`src/hdl/cbt_pkg.sv`:
```
// Shared types and constants for the cubic Bezier tessellator.
// Used by the controller, the datapath and the top level; no dependencies.
package cbt_pkg;

  localparam int COORD_BITS   = 24;
  localparam int MAX_SEGMENTS = 63;
  localparam int SEG_BITS     = $clog2(MAX_SEGMENTS + 1);
  localparam int T_FRAC       = 16;
  localparam int T_BITS       = T_FRAC + 1;
  localparam int DIV_STEPS    = T_BITS;
  localparam int CNT_BITS     = $clog2(DIV_STEPS);
  localparam int DIFF_BITS    = COORD_BITS + 1;
  localparam int PROD_BITS    = DIFF_BITS + T_BITS + 1;
  localparam int NUM_AXES     = 3;
  localparam int NUM_PTS      = 4;
  localparam int NUM_UNITS    = NUM_PTS - 1;

  typedef logic signed [COORD_BITS-1:0] coord_t;
  typedef logic [SEG_BITS-1:0]          seg_t;
  typedef logic [T_BITS-1:0]            tpar_t;
  typedef logic [CNT_BITS-1:0]          cnt_t;

  localparam seg_t  SEG_RESET = seg_t'(30);
  localparam seg_t  SEG_MIN   = seg_t'(1);
  localparam tpar_t T_ONE     = tpar_t'(1) << T_FRAC;
  localparam cnt_t  DIV_LAST  = cnt_t'(DIV_STEPS - 1);

  // Commands from the controller to the datapath.
  typedef struct packed {
    logic load;      // latch a curve, clear t and index, seed the divider
    logic div_step;  // one quotient bit of 1.0 / segments
    logic mul;       // multiply stage of one interpolation level
    logic src_pts;   // multiply reads control points rather than level results
    logic add;       // add stage of one interpolation level
    logic emit;      // load the output register and step t
  } cmd_t;

  // Status from the datapath to the controller.
  typedef struct packed {
    logic is_last;   // current sample is the one at t equal one
  } sts_t;

endpackage

```
`src/hdl/cbt_ctrl.sv`:
```
// Controller of the cubic Bezier tessellator: sequences the divider, the
// three interpolation levels and the output beat for each sample point.
// Depends on cbt_pkg.
module cbt_ctrl (
  input  logic          clk,
  input  logic          rst_n,
  input  logic          in_valid,
  output logic          in_ready,
  output logic          out_valid,
  input  logic          out_ready,
  input  cbt_pkg::sts_t sts,
  output cbt_pkg::cmd_t cmd
);

  localparam logic [2:0] S_IDLE = 3'd0;
  localparam logic [2:0] S_DIV  = 3'd1;
  localparam logic [2:0] S_MUL  = 3'd2;
  localparam logic [2:0] S_ADD  = 3'd3;
  localparam logic [2:0] S_EMIT = 3'd4;

  localparam logic [1:0] LVL_FIRST = 2'd1;
  localparam logic [1:0] LVL_LAST  = 2'd3;

  logic [2:0]    state_r, state_nxt;
  logic [1:0]    level_r, level_nxt;
  cbt_pkg::cnt_t cnt_r, cnt_nxt;
  logic          out_valid_r, out_valid_nxt;
  logic          slot_free;

  assign slot_free = !out_valid_r || out_ready;
  assign out_valid = out_valid_r;

  // Next state and commands.
  always_comb begin
    state_nxt = state_r;
    level_nxt = level_r;
    cnt_nxt   = cnt_r;
    cmd       = '0;
    in_ready  = 1'b0;
    unique case (state_r)
      S_IDLE: begin
        in_ready = 1'b1;
        if (in_valid) begin
          cmd.load  = 1'b1;
          cnt_nxt   = '0;
          state_nxt = S_DIV;
        end
      end
      S_DIV: begin
        cmd.div_step = 1'b1;
        cnt_nxt      = cnt_r + cbt_pkg::cnt_t'(1);
        if (cnt_r == cbt_pkg::DIV_LAST) begin
          level_nxt = LVL_FIRST;
          state_nxt = S_MUL;
        end
      end
      S_MUL: begin
        cmd.mul     = 1'b1;
        cmd.src_pts = (level_r == LVL_FIRST);
        state_nxt   = S_ADD;
      end
      S_ADD: begin
        cmd.add = 1'b1;
        if (level_r == LVL_LAST) begin
          state_nxt = S_EMIT;
        end else begin
          level_nxt = level_r + 2'd1;
          state_nxt = S_MUL;
        end
      end
      S_EMIT: begin
        if (slot_free) begin
          cmd.emit = 1'b1;
          if (sts.is_last) begin
            state_nxt = S_IDLE;
          end else begin
            level_nxt = LVL_FIRST;
            state_nxt = S_MUL;
          end
        end
      end
      default: begin
        state_nxt = S_IDLE;
      end
    endcase
  end

  // The output beat stays valid until taken.
  always_comb begin
    if (cmd.emit) begin
      out_valid_nxt = 1'b1;
    end else if (out_ready) begin
      out_valid_nxt = 1'b0;
    end else begin
      out_valid_nxt = out_valid_r;
    end
  end

  always_ff @(posedge clk) begin
    if (!rst_n) begin
      state_r     <= S_IDLE;
      level_r     <= LVL_FIRST;
      cnt_r       <= '0;
      out_valid_r <= 1'b0;
    end else begin
      state_r     <= state_nxt;
      level_r     <= level_nxt;
      cnt_r       <= cnt_nxt;
      out_valid_r <= out_valid_nxt;
    end
  end

endmodule

```
`config.mk`:
```
export PLATFORM = sky130hd
export DESIGN_NAME = cbt_ctrl
export DESIGN_NICKNAME = d
export VERILOG_FILES = /design/src/hdl/cbt_pkg.sv /design/src/hdl/cbt_ctrl.sv
export SDC_FILE = /design/constraint.sdc
export NUM_CORES = 1
export LEC_CHECK = 0
export ABC_AREA = 1
export BUFFER_PORTS_ARGS = -buffer_cell sky130_fd_sc_hd__buf_2
export CORE_MARGIN = 3
export CORE_UTILIZATION = 45
export DETAILED_ROUTE_END_ITERATION = 6
export GPL_TIMING_DRIVEN = 0
export PLACE_DENSITY = 0.67
export SYNTH_ARGS = -nofsm -noshare
export SYNTH_HDL_FRONTEND = slang
export SYNTH_SLANG_ARGS = --single-unit
```
`constraint.sdc`:
```
create_clock -name clk -period 1.4 [get_ports clk]
set_input_delay 0.14 -clock clk [delete_from_list [all_inputs] [get_ports clk]]
set_output_delay 0.14 -clock clk [all_outputs]
set_load 0.02 [all_outputs]
```
; ---- Word level (Yosys, flattened, before mapping)
; Cells that the tools add are included.
[word_totals]
elab_cells = 50
register_bits = 11
out_inout_bits = 8
[classes]
reduce_logical = 9
n_mux = 23
n_eq_ne = 12
add_sub_neg = 2
[ops]
columns = op, count
row1 = $pmux W3 S5, 1
row2 = $mux W2, 6
row3 = $mux W3, 4
row4 = $ne A2 B2 Y1 const B, 5
row5 = $pmux W5 S2, 1
row6 = $mux W1, 9
row7 = $eq A3 B2 Y1 const B, 2
row8 = $pmux W2 S3, 1
row9 = $add A5 B1 Y5 const B, 1
row10 = $eq A5 B5 Y1 const B, 1
row11 = $mux W5, 1
row12 = $reduce_and A5 Y1, 1
row13 = $reduce_bool A2 Y1, 2
row14 = $eq A3 B1 Y1 const B, 1
row15 = $eq A3 B3 Y1 const B, 1
row16 = $logic_not A3 Y1, 1
row17 = $reduce_and A3 Y1, 1
row18 = $reduce_bool A3 Y1, 1
row19 = $add A2 B1 Y2 const B, 1
row20 = $eq A2 B1 Y1 const B, 1
row21 = $eq A2 B2 Y1 const B, 1
row22 = $reduce_and A2 Y1, 1
row23 = $logic_not A1 Y1, 1
row24 = $logic_or A1 B1 Y1, 1

; ---- Depth between registers and ports, before layout
; Gate-level depths: netlist (run 1).
[logic_depth]
word_depth = 5
mapped_depth = 9

; ---- Worst setup path before layout (run 1)
; Ideal clock, no wire load.
[synth_timing]
kind = reg-to-reg
start = reg state_r[0]
end = reg level_r[1]
synth_period_minus_slack_ns = 1.194
path_stages_with_launch = 7
required_time_ns = 1.333
n_path_buf = 0
arrival_ns = 1.127
slack_ns = 0.206
cell_sequence = dfxtp_1 nand2_1 nor2_4 nand2_1 nand4_1 nand2_1 a21oi_2
[synth_via]
elab_chain_len = 3
[synth_rtl]
columns = item, line_no
row1 = start: declaration, cbt_ctrl.sv:24  ; logic [2:0] state_r, state_nxt;
row2 = start signal: assignment, cbt_ctrl.sv:106  ; state_r <= state_nxt;
row3 = "$eq A3 B2 Y1, or another cell as far along", cbt_ctrl.sv:40  ; unique case (state_r)
row4 = $ne A2 B2 Y1 (no source line) or $reduce_bool A3 Y1 (tied branches), -
row5 = $reduce_and A5 Y1 (no source line), -
row6 = end signal: assignment, cbt_ctrl.sv:107  ; level_r <= level_nxt;
row7 = end: declaration, cbt_ctrl.sv:25  ; logic [1:0] level_r, level_nxt;
; Parallel ways exist; a longest one is shown, timed or not.
; A chain may end at the register's enable or synchronous reset.

==> results.ini, run 1 <==
[sta]
setup_violations=0
fin_skew_ps=11.1
fin_crit_sh=0.976
worst_slew_pin_slew_ps=486
max_freq_mhz=732
hold_ws_ps=140
hold_viol_final=0
maxSlewHeadroom=0.676
fin_crit_ps=1370
drv_slew=0

[job]
max_cap_violations=0

[cts]
clock-sinks=11
numCtsBuffers=3
h-tree-depth=1
clockBufferDepth=2
ctsHoldBuffers=0
cts.clk_slew.worst_paths_ps=80
ctsRootBufferMaster=clkbuf_4
cts_tree=yes
clock_latency_ps=280

[die]
io_pins=13
die_w_um=43.8
die_y_um=43.8
start_util=0.488
design.die.area_sq_mm=0.00192
std_cell_rows=13
core_area_sq_mm=0.00132

[yosys]
yosysTopAreaCell=dfxtp_1
ys_seq_area_frac=0.342
ys_warn_count=0
syn_nets=102
synth_cell_types=22
syn_area_sq_um=643
synth_top_area_share=0.342
syn_avg_cell_area_sq_um=6.92
synth_area_leaders=dfxtp_1 (34%), nand2_1 (9.9%), inv_1 (9.3%)
synth_seq_cells=11
synthCells=93

[critical_path]
cp_max_fo=7
worstPathRequired_ps=1260
path_cells=nor4_4, buf_4, buf_6
cpPeakStageDelay_ps=380
slowest_stage=dfxtp_4
cp-end-kind=output port
worstPathArrival_ps=1230
cp-start-kind=flip-flop
path_class=flip-flop to output port

[routing]
drc=0
avgViaCountPerCell=4.76
drtPass1Iterations=4
drtIter0Drc=5
routed_wl_um=1330
wl_per_cell_um=10.6
via_count=600
ant_nets=0

[placed_design]
placed_area_sq_um=722
finalWeightedCongestion=0.782
place_inst=120
hpwl_um=964
io_buffers=12

[global_routing]
antenna_found_initial=0
grt_usage=0.163
grt_max_degree=11
grt_pass1_vias=537
grt_pass1_wl_um=2260
grt_overflow=0

[cells_and_area]
fin_nets=121
finalNonFillerCells=126
fillCellCount=120
layout-drive-gt1-share=0.324
fin_area_sq_um=818
area_delta_synth_final_pct=27.2
diodes=0

[worst_hold_path]
hp-class=input pin to flip-flop

[power]
ir_drop_v=0.000644
p_leak_nw=0.378
p_total_mw=0.973
switching_power_mw=0.382
p_int_mw=0.591
p_comb_frac=0.372
pwr-share-clk=0.229
power_frac_seq=0.399
p_per_area_mw_per_mm2=1190
swShare=0.393

[status]
outcome=completed

-- registers in the layout (all words and copies together) (netlist names) --
| name | cells |
|---|---|
| level_r | 2 |
| out_valid | 1 |
| state_r | 3 |
| cnt_r | 5 |
-- metal layers --
| layer | global-route usage | part of all wire |
|---|---|---|
| met5 | 0 | 0 |
| met4 | 0.0904 | 0.023 |
| met3 | 0.0747 | 0.056 |
| met2 | 0.244 | 0.44 |
| met1 | 0.190 | 0.48 |
-- per-stage QoR --
step / utilization / TNS, ps / setup slack, ps
after detailed placement: 0.548 / 0 / 145
after global routing: 0.621 / -34.2 / -34.2
after floorplan: - / 0 / 206
final: 0.621 / 0 / 34.1
after CTS: 0.585 / -12.7 / -12.7
after global placement: 0.548 / 0 / 141
-- synth_stat cells --
cell      number
clkbuf_1       1
ha_1           4
o21ai_0        2
dfxtp_1       11
nor2_4         2
a211oi_1       1
nor4_1         1
or2_1          1
nand4_1        3
inv_1         16
nand2_1       17
o21bai_1       1
nand2_2        1
a21oi_1        8
nor2_2         3
buf_4          1
nor3_1         2
nand3_1        7
inv_2          1
a21oi_2        1
or2_2          1
nor2_1         8
-- kinds of logic after synthesis --
logic type,after synthesis,share of synthesized area
AOI/OAI and AO/OA,13,0.115
adders and majority gates,4,0.0778
buffers and inverters,19,0.117
DFF,11,0.342
and+or+nand+nor,46,0.348
-- path summary, 6_finish.rpt --
path | startpoint | endpoint | slack (ps) | cells past startpoint
hold reg to reg | level_r[1] | level_r[1] | 490 | 2
setup / recovery | state_r[1] | cmd[0] | 30 | 3
hold / removal | rst_n | level_r[0] | 140 | 4
setup reg to reg | state_r[0] | level_r[1] | 130 | 6
-- power groups by stage --
| stage | combinational (mW) | sequential (mW) | clock (mW) |
|---|---|---|---|
| 2_1_floorplan | 0.246 | 0.375 | 0 |
| 3_3_place_gp | 0.319 | 0.382 | 0 |
| 3_5_place_dp | 0.321 | 0.382 | 0 |
| 4_1_cts | 0.335 | 0.379 | 0.239 |
| 5_1_grt | 0.398 | 0.394 | 0.250 |
| 6_report | 0.362 | 0.388 | 0.223 |
-- layout by cell type, fill, tap and decap left out, types with 4 or more instances in the layout --
master	instances
a21oi_1	8
buf_2	9
buf_4	5
dfxtp_1	8
ha_1	4
inv_1	15
nand2_1	15
nand3_1	7
nor2_1	6
nor2_4	4
-- cell type report --
cell class | count | area, sq um | area share
Buffer | 2 | 11.3 | 0.0138
Clock buffer | 4 | 26.3 | 0.0321
Inverter | 17 | 63.8 | 0.0780
Multi-Input combinational cell | 63 | 383 | 0.468
Sequential cell | 11 | 229 | 0.280
Tap cell | 15 | 18.8 | 0.0229
Timing Repair Buffer | 14 | 86.3 | 0.106
-- critical path: cells and delay by family (launching register included) --
family                 cells  cell delay [ps]
buffers and inverters      2              260
flip-flops                 1              380
AND/OR/NAND/NOR            1              300
-- what timing repair did --
action                                  4_1_cts  5_1_grt
endpoints found under the hold margin         0        0
buffers inserted                              0        2
pin swaps                                     0        2
resized for setup                             8       10
endpoints found under the setup margin        2        3
(Power assumes the default switching activity.)
==> run 2: changes to the inputs <==
- SETUP_SLACK_MARGIN: not set -> 0.3
==> run 2 against run 1 <==
Global-route usage grew 4.1 points. Register-to-register slack got worse by 60 ps. Clock power about the same. First-iteration DRC count rose to 4.0 times the previous value. Via count rose by 21%. Clock-buffer cell count unchanged. Clock skew down 8.6 ps. Maximum frequency is 1.7% higher. Core utilization is 20 points higher. Combinational power is 100% higher. Non-clock buffer count increased by 14. Critical endpoint unchanged.
==> results.ini, run 2 (synthesized netlist as in run 1, its figures left out) <==
[placed_design]
hpwl_um=1000
finalWeightedCongestion=0.818
place_ws_ps=198
io_buffers=12
place_inst=120

[cts]
cts.clk_slew.worst_paths_ps=70
numCtsBuffers=3
ctsHoldBuffers=0
ctsRootBufferMaster=clkbuf_4
clockBufferDepth=2
clock-sinks=11
cts_tree=yes
clock_latency_ps=270
h-tree-depth=1

[critical_path]
worstPathRequired_ps=1260
r2r_setup_slack_ps=70
regToRegStartpoint=state_r[2]
worstPathArrival_ps=1200
reg2reg_to=cnt_r[4]
cp-end-kind=output port
cp_max_fo=5
path_class=flip-flop to output port
r2r_cells=8
cp-start-kind=flip-flop

[die]
core_area_sq_mm=0.00132
die_w_um=43.8
start_util=0.488
die_y_um=43.8
design.die.area_sq_mm=0.00192
io_pins=13
std_cell_rows=13

[job]
max_cap_violations=0

[cells_and_area]
largest_registers=cnt_r (5), state_r (3), level_r (2)
layout_common_cells=buf_6 (13), inv_1 (11), buf_4 (10), nand2_1 (8)
seqCellArea_sq_um=234
layout-drive-gt1-share=0.576
fillCellCount=70
top_register=cnt_r
area_delta_synth_final_pct=68.9
finalNonFillerCells=140
final_common_cell=buf_6
fin_nets=135
diodes=0
largest_reg_flops=5
multi_input_area_sq_um=468

[global_routing]
antenna_found_initial=0
grt_pass1_vias=694
grt_max_degree=11
grt_overflow=0
grt_usage=0.204
grt_pass1_wl_um=2910

[status]
outcome=completed

[sta]
drv_slew=0
maxSlewHeadroom=0.578
hold_viol_final=0
setup_violations=0
fin_skew_ps=2.46
fin_crit_sh=0.959
rsz0062_at_grt=true
timing.final.ws_setup_ps=57.3
worst_slew_pin_slew_ps=633
fin_crit_ps=1340
max_freq_mhz=745

[worst_hold_path]
min-delay-start=rst_n
whs_endpoint=level_r[0]
hold_depth=4
hp-class=input pin to flip-flop

[routing]
routed_wl_um=1960
wl_per_cell_um=14.0
via_count=723
drc=0
drtPass1Iterations=4
ant_nets=0
drtIter0Drc=20
avgViaCountPerCell=5.16

[power]
p_leak_nw=0.490
p_per_area_mw_per_mm2=1240
ir_drop_v=0.000781

## run 2: routing by layer
layer / part of all wire / track usage
met1: 0.44 / 0.243
met2: 0.49 / 0.360
met3: 0.053 / 0.0249
met4: 0.015 / 0.0904
met5: 0 / 0
## run 2: final cells by class
type / count / area share
multi-input cells: 63 / 0.431
plain buffers: 2 / 0.0104
flip-flops and latches: 11 / 0.215
clock buffers: 4 / 0.0242
repair buffers: 28 / 0.238
inverters: 17 / 0.0634
well taps: 15 / 0.0173
## run 2: what timing repair did
action	CTS	global route
gates resized for setup	33	25
pin swaps	10	10
setup buffers	16	0
endpoints found under the setup margin	13	17
## run 2: worst max path at each step
stage          startpoint          to  slack, ps  cells after the start
2_1_floorplan  state_r[2]  level_r[1]        290                      7
3_5_place_dp   state_r[0]  level_r[1]        200                      7
5_1_grt        state_r[2]    cnt_r[4]         -7                      8
4_1_cts        state_r[2]      cmd[0]         60                      4
3_3_place_gp   state_r[0]  level_r[1]        210                      7
6_report       state_r[2]      cmd[0]         60                      4
## run 2: critical path, cell delays in order (launching register included)
cell and delay, ps:
dfxtp_4 390, inv_4 50, nor4_4 230, buf_4 150
buf_6 100
## run 2: power breakdown
part | switching, mW | leakage, nW | internal, mW
combinational | 0.370 | 0.384 | 0.368
clock | 0.110 | 0.0150 | 0.110
sequential | 0.0470 | 0.0913 | 0.346
## run 2: through the flow
stage,TNS [ps],total power [mW],cell area (sq um),hold WS [ps],util
finish,0,1.35,1090,170,0.824
global route,-10.5,1.42,1090,186,0.824
CTS,0,1.21,998,168,0.758
detailed placement,0,0.730,738,443,0.560
global placement,0,0.724,738,421,0.560
floorplan,0,0.644,659,300,-
==> run 3: changes to the inputs <==
- CORE_MARGIN: 3 -> 4
==> run 3 against run 2 <==
The flow now finishes with violations (negative setup slack). Maximum frequency shrank 4.5%. Die area grew 9.3%. Design area grew 6.5%. Worst hold slack lost 18 ps. First-iteration DRC count grew 110%. Largest cell class unchanged.
==> results.ini, run 3 (synthesized netlist as in run 1, its figures left out) <==
[status]
outcome=complete, but fails checks
violations=negative setup slack

[placed_design]
io_buffers=12
finalWeightedCongestion=0.818
hpwl_um=1020

[cells_and_area]
final_common_cell=buf_4
diodes=0
layout-drive-gt1-share=0.638
fin_nets=140
layout_common_cells=buf_4 (15), buf_6 (14), inv_1 (10), nor2_4 (8), nand2_1 (8)
multi_input_area_sq_um=508
top_register=cnt_r
utilization=0.877
fillCellCount=54
largest_reg_flops=5
area_delta_synth_final_pct=79.8
seqCellArea_sq_um=235
largest_registers=cnt_r (5), state_r (3), level_r (2)

[die]
io_pins=13
die_w_um=45.8
design.die.area_sq_mm=0.00210
die_y_um=45.8
core_area_sq_mm=0.00132
start_util=0.488
std_cell_rows=13

[cts]
clock-sinks=11
h-tree-depth=1
clockBufferDepth=2
numCtsBuffers=3
cts.clk_slew.worst_paths_ps=80
clock_latency_ps=280
ctsRootBufferMaster=clkbuf_4
cts_tree=yes
ctsHoldBuffers=0

[power]
ir_drop_v=0.000982
p_per_area_mw_per_mm2=1280
p_leak_nw=0.524

[worst_hold_path]
hp-class=input pin to flip-flop

[sta]
max_freq_mhz=711
rsz0062_at_grt=true
maxSlewHeadroom=0.577
fin_skew_ps=7.19
setup_violations=1
fin_crit_ps=1410
worst_slew_pin_slew_ps=635
timing.final.ws_setup_ps=-5.83
fin_crit_sh=1.00
hold_viol_final=0
drv_slew=0
hold_ws_ps=152

[critical_path]
path_class=flip-flop to output port
cp-end-kind=output port
worstPathArrival_ps=1270
worstPathRequired_ps=1260
cp-start-kind=flip-flop
cp_max_fo=5

[global_routing]
grt_usage=0.188
grt_overflow=0
grt_pass1_wl_um=2880
grt_pass1_vias=707
antenna_found_initial=0
grt_max_degree=11

[routing]
drc=0
wl_met3_um=205
avgViaCountPerCell=5.84
via_count=847
wl_met2_um=1340
drtPass1Iterations=5
topRoutingLayerUsed=met4
m1WireLength_um=1030
ant_nets=0
routed_wl_um=2700
drtIter0Drc=43
wl_per_cell_um=18.6

[job]
max_cap_violations=0

[run 3: cell types whose count changed in the layout (fill, tap and decap cells not counted), moves of 2 or more]
cell     change
nor2_4       +3
a21oi_1      -2
buf_4        +5
nand2_4      +2
a21oi_2      +2
nand2_2      -2
nand3_2      +2
nor2_2       -2
nand3_1      -2
[run 3: through the flow]
| step | power [mW] | TNS [ps] | cell area, sq um | setup WS [ps] | cells |
|---|---|---|---|---|---|
| 3_5_place_dp | 0.732 | 0 | 738 | 194 | 120 |
| 3_3_place_gp | 0.725 | 0 | 738 | 208 | 120 |
| 2_1_floorplan | 0.644 | 0 | 659 | 287 | 93 |
| 4_1_cts | 1.18 | 0 | 980 | 70.1 | 139 |
| 5_1_grt | 1.52 | -72.7 | 1160 | -53.7 | 145 |
| 6_report | 1.47 | -5.83 | 1160 | -5.83 | 145 |
[run 3: routing by layer]
layer  vias up  track usage
li1        369            -
met1       382        0.224
met2        75        0.326
met3        21       0.0237
met4         0       0.0909
met5         -            0
[run 3: path summary, 6_finish.rpt]
check                           cells after the start         end        from  slack [ps]
worst min register to register                      1  level_r[0]  level_r[0]         470
worst min-delay path                                4  level_r[0]       rst_n         150
worst max register to register                      7  level_r[1]  state_r[2]          40
worst max-delay path                                4      cmd[2]  state_r[0]          -6
[run 3: power by group]
part | internal [mW] | leakage (nW) | switching [mW] | total [mW]
registers | 0.347 | 0.0918 | 0.0529 | 0.400
clock network | 0.111 | 0.0150 | 0.117 | 0.228
logic | 0.413 | 0.417 | 0.434 | 0.847
[run 3: area by class of cell]
type,instances,share of cell area
Multi-Input combinational cell,63,0.439
Timing Repair Buffer,33,0.249
Sequential cell,11,0.203
Inverter,17,0.0595
Clock buffer,4,0.0227
Tap cell,15,0.0162
Buffer,2,0.00974
[run 3: what timing repair did]
item                                    CTS  global route
setup buffers                            15             6
gates cloned                              0             0
pin swaps                                 8            10
endpoints found under the setup margin   13            17
resized for setup                        33            38
[run 3: critical path: stages (launching register included)]
cell and delay [ps]:
dfxtp_4 390, nor2_4 180, nand2_2 100, nor2_1 160
buf_4 170
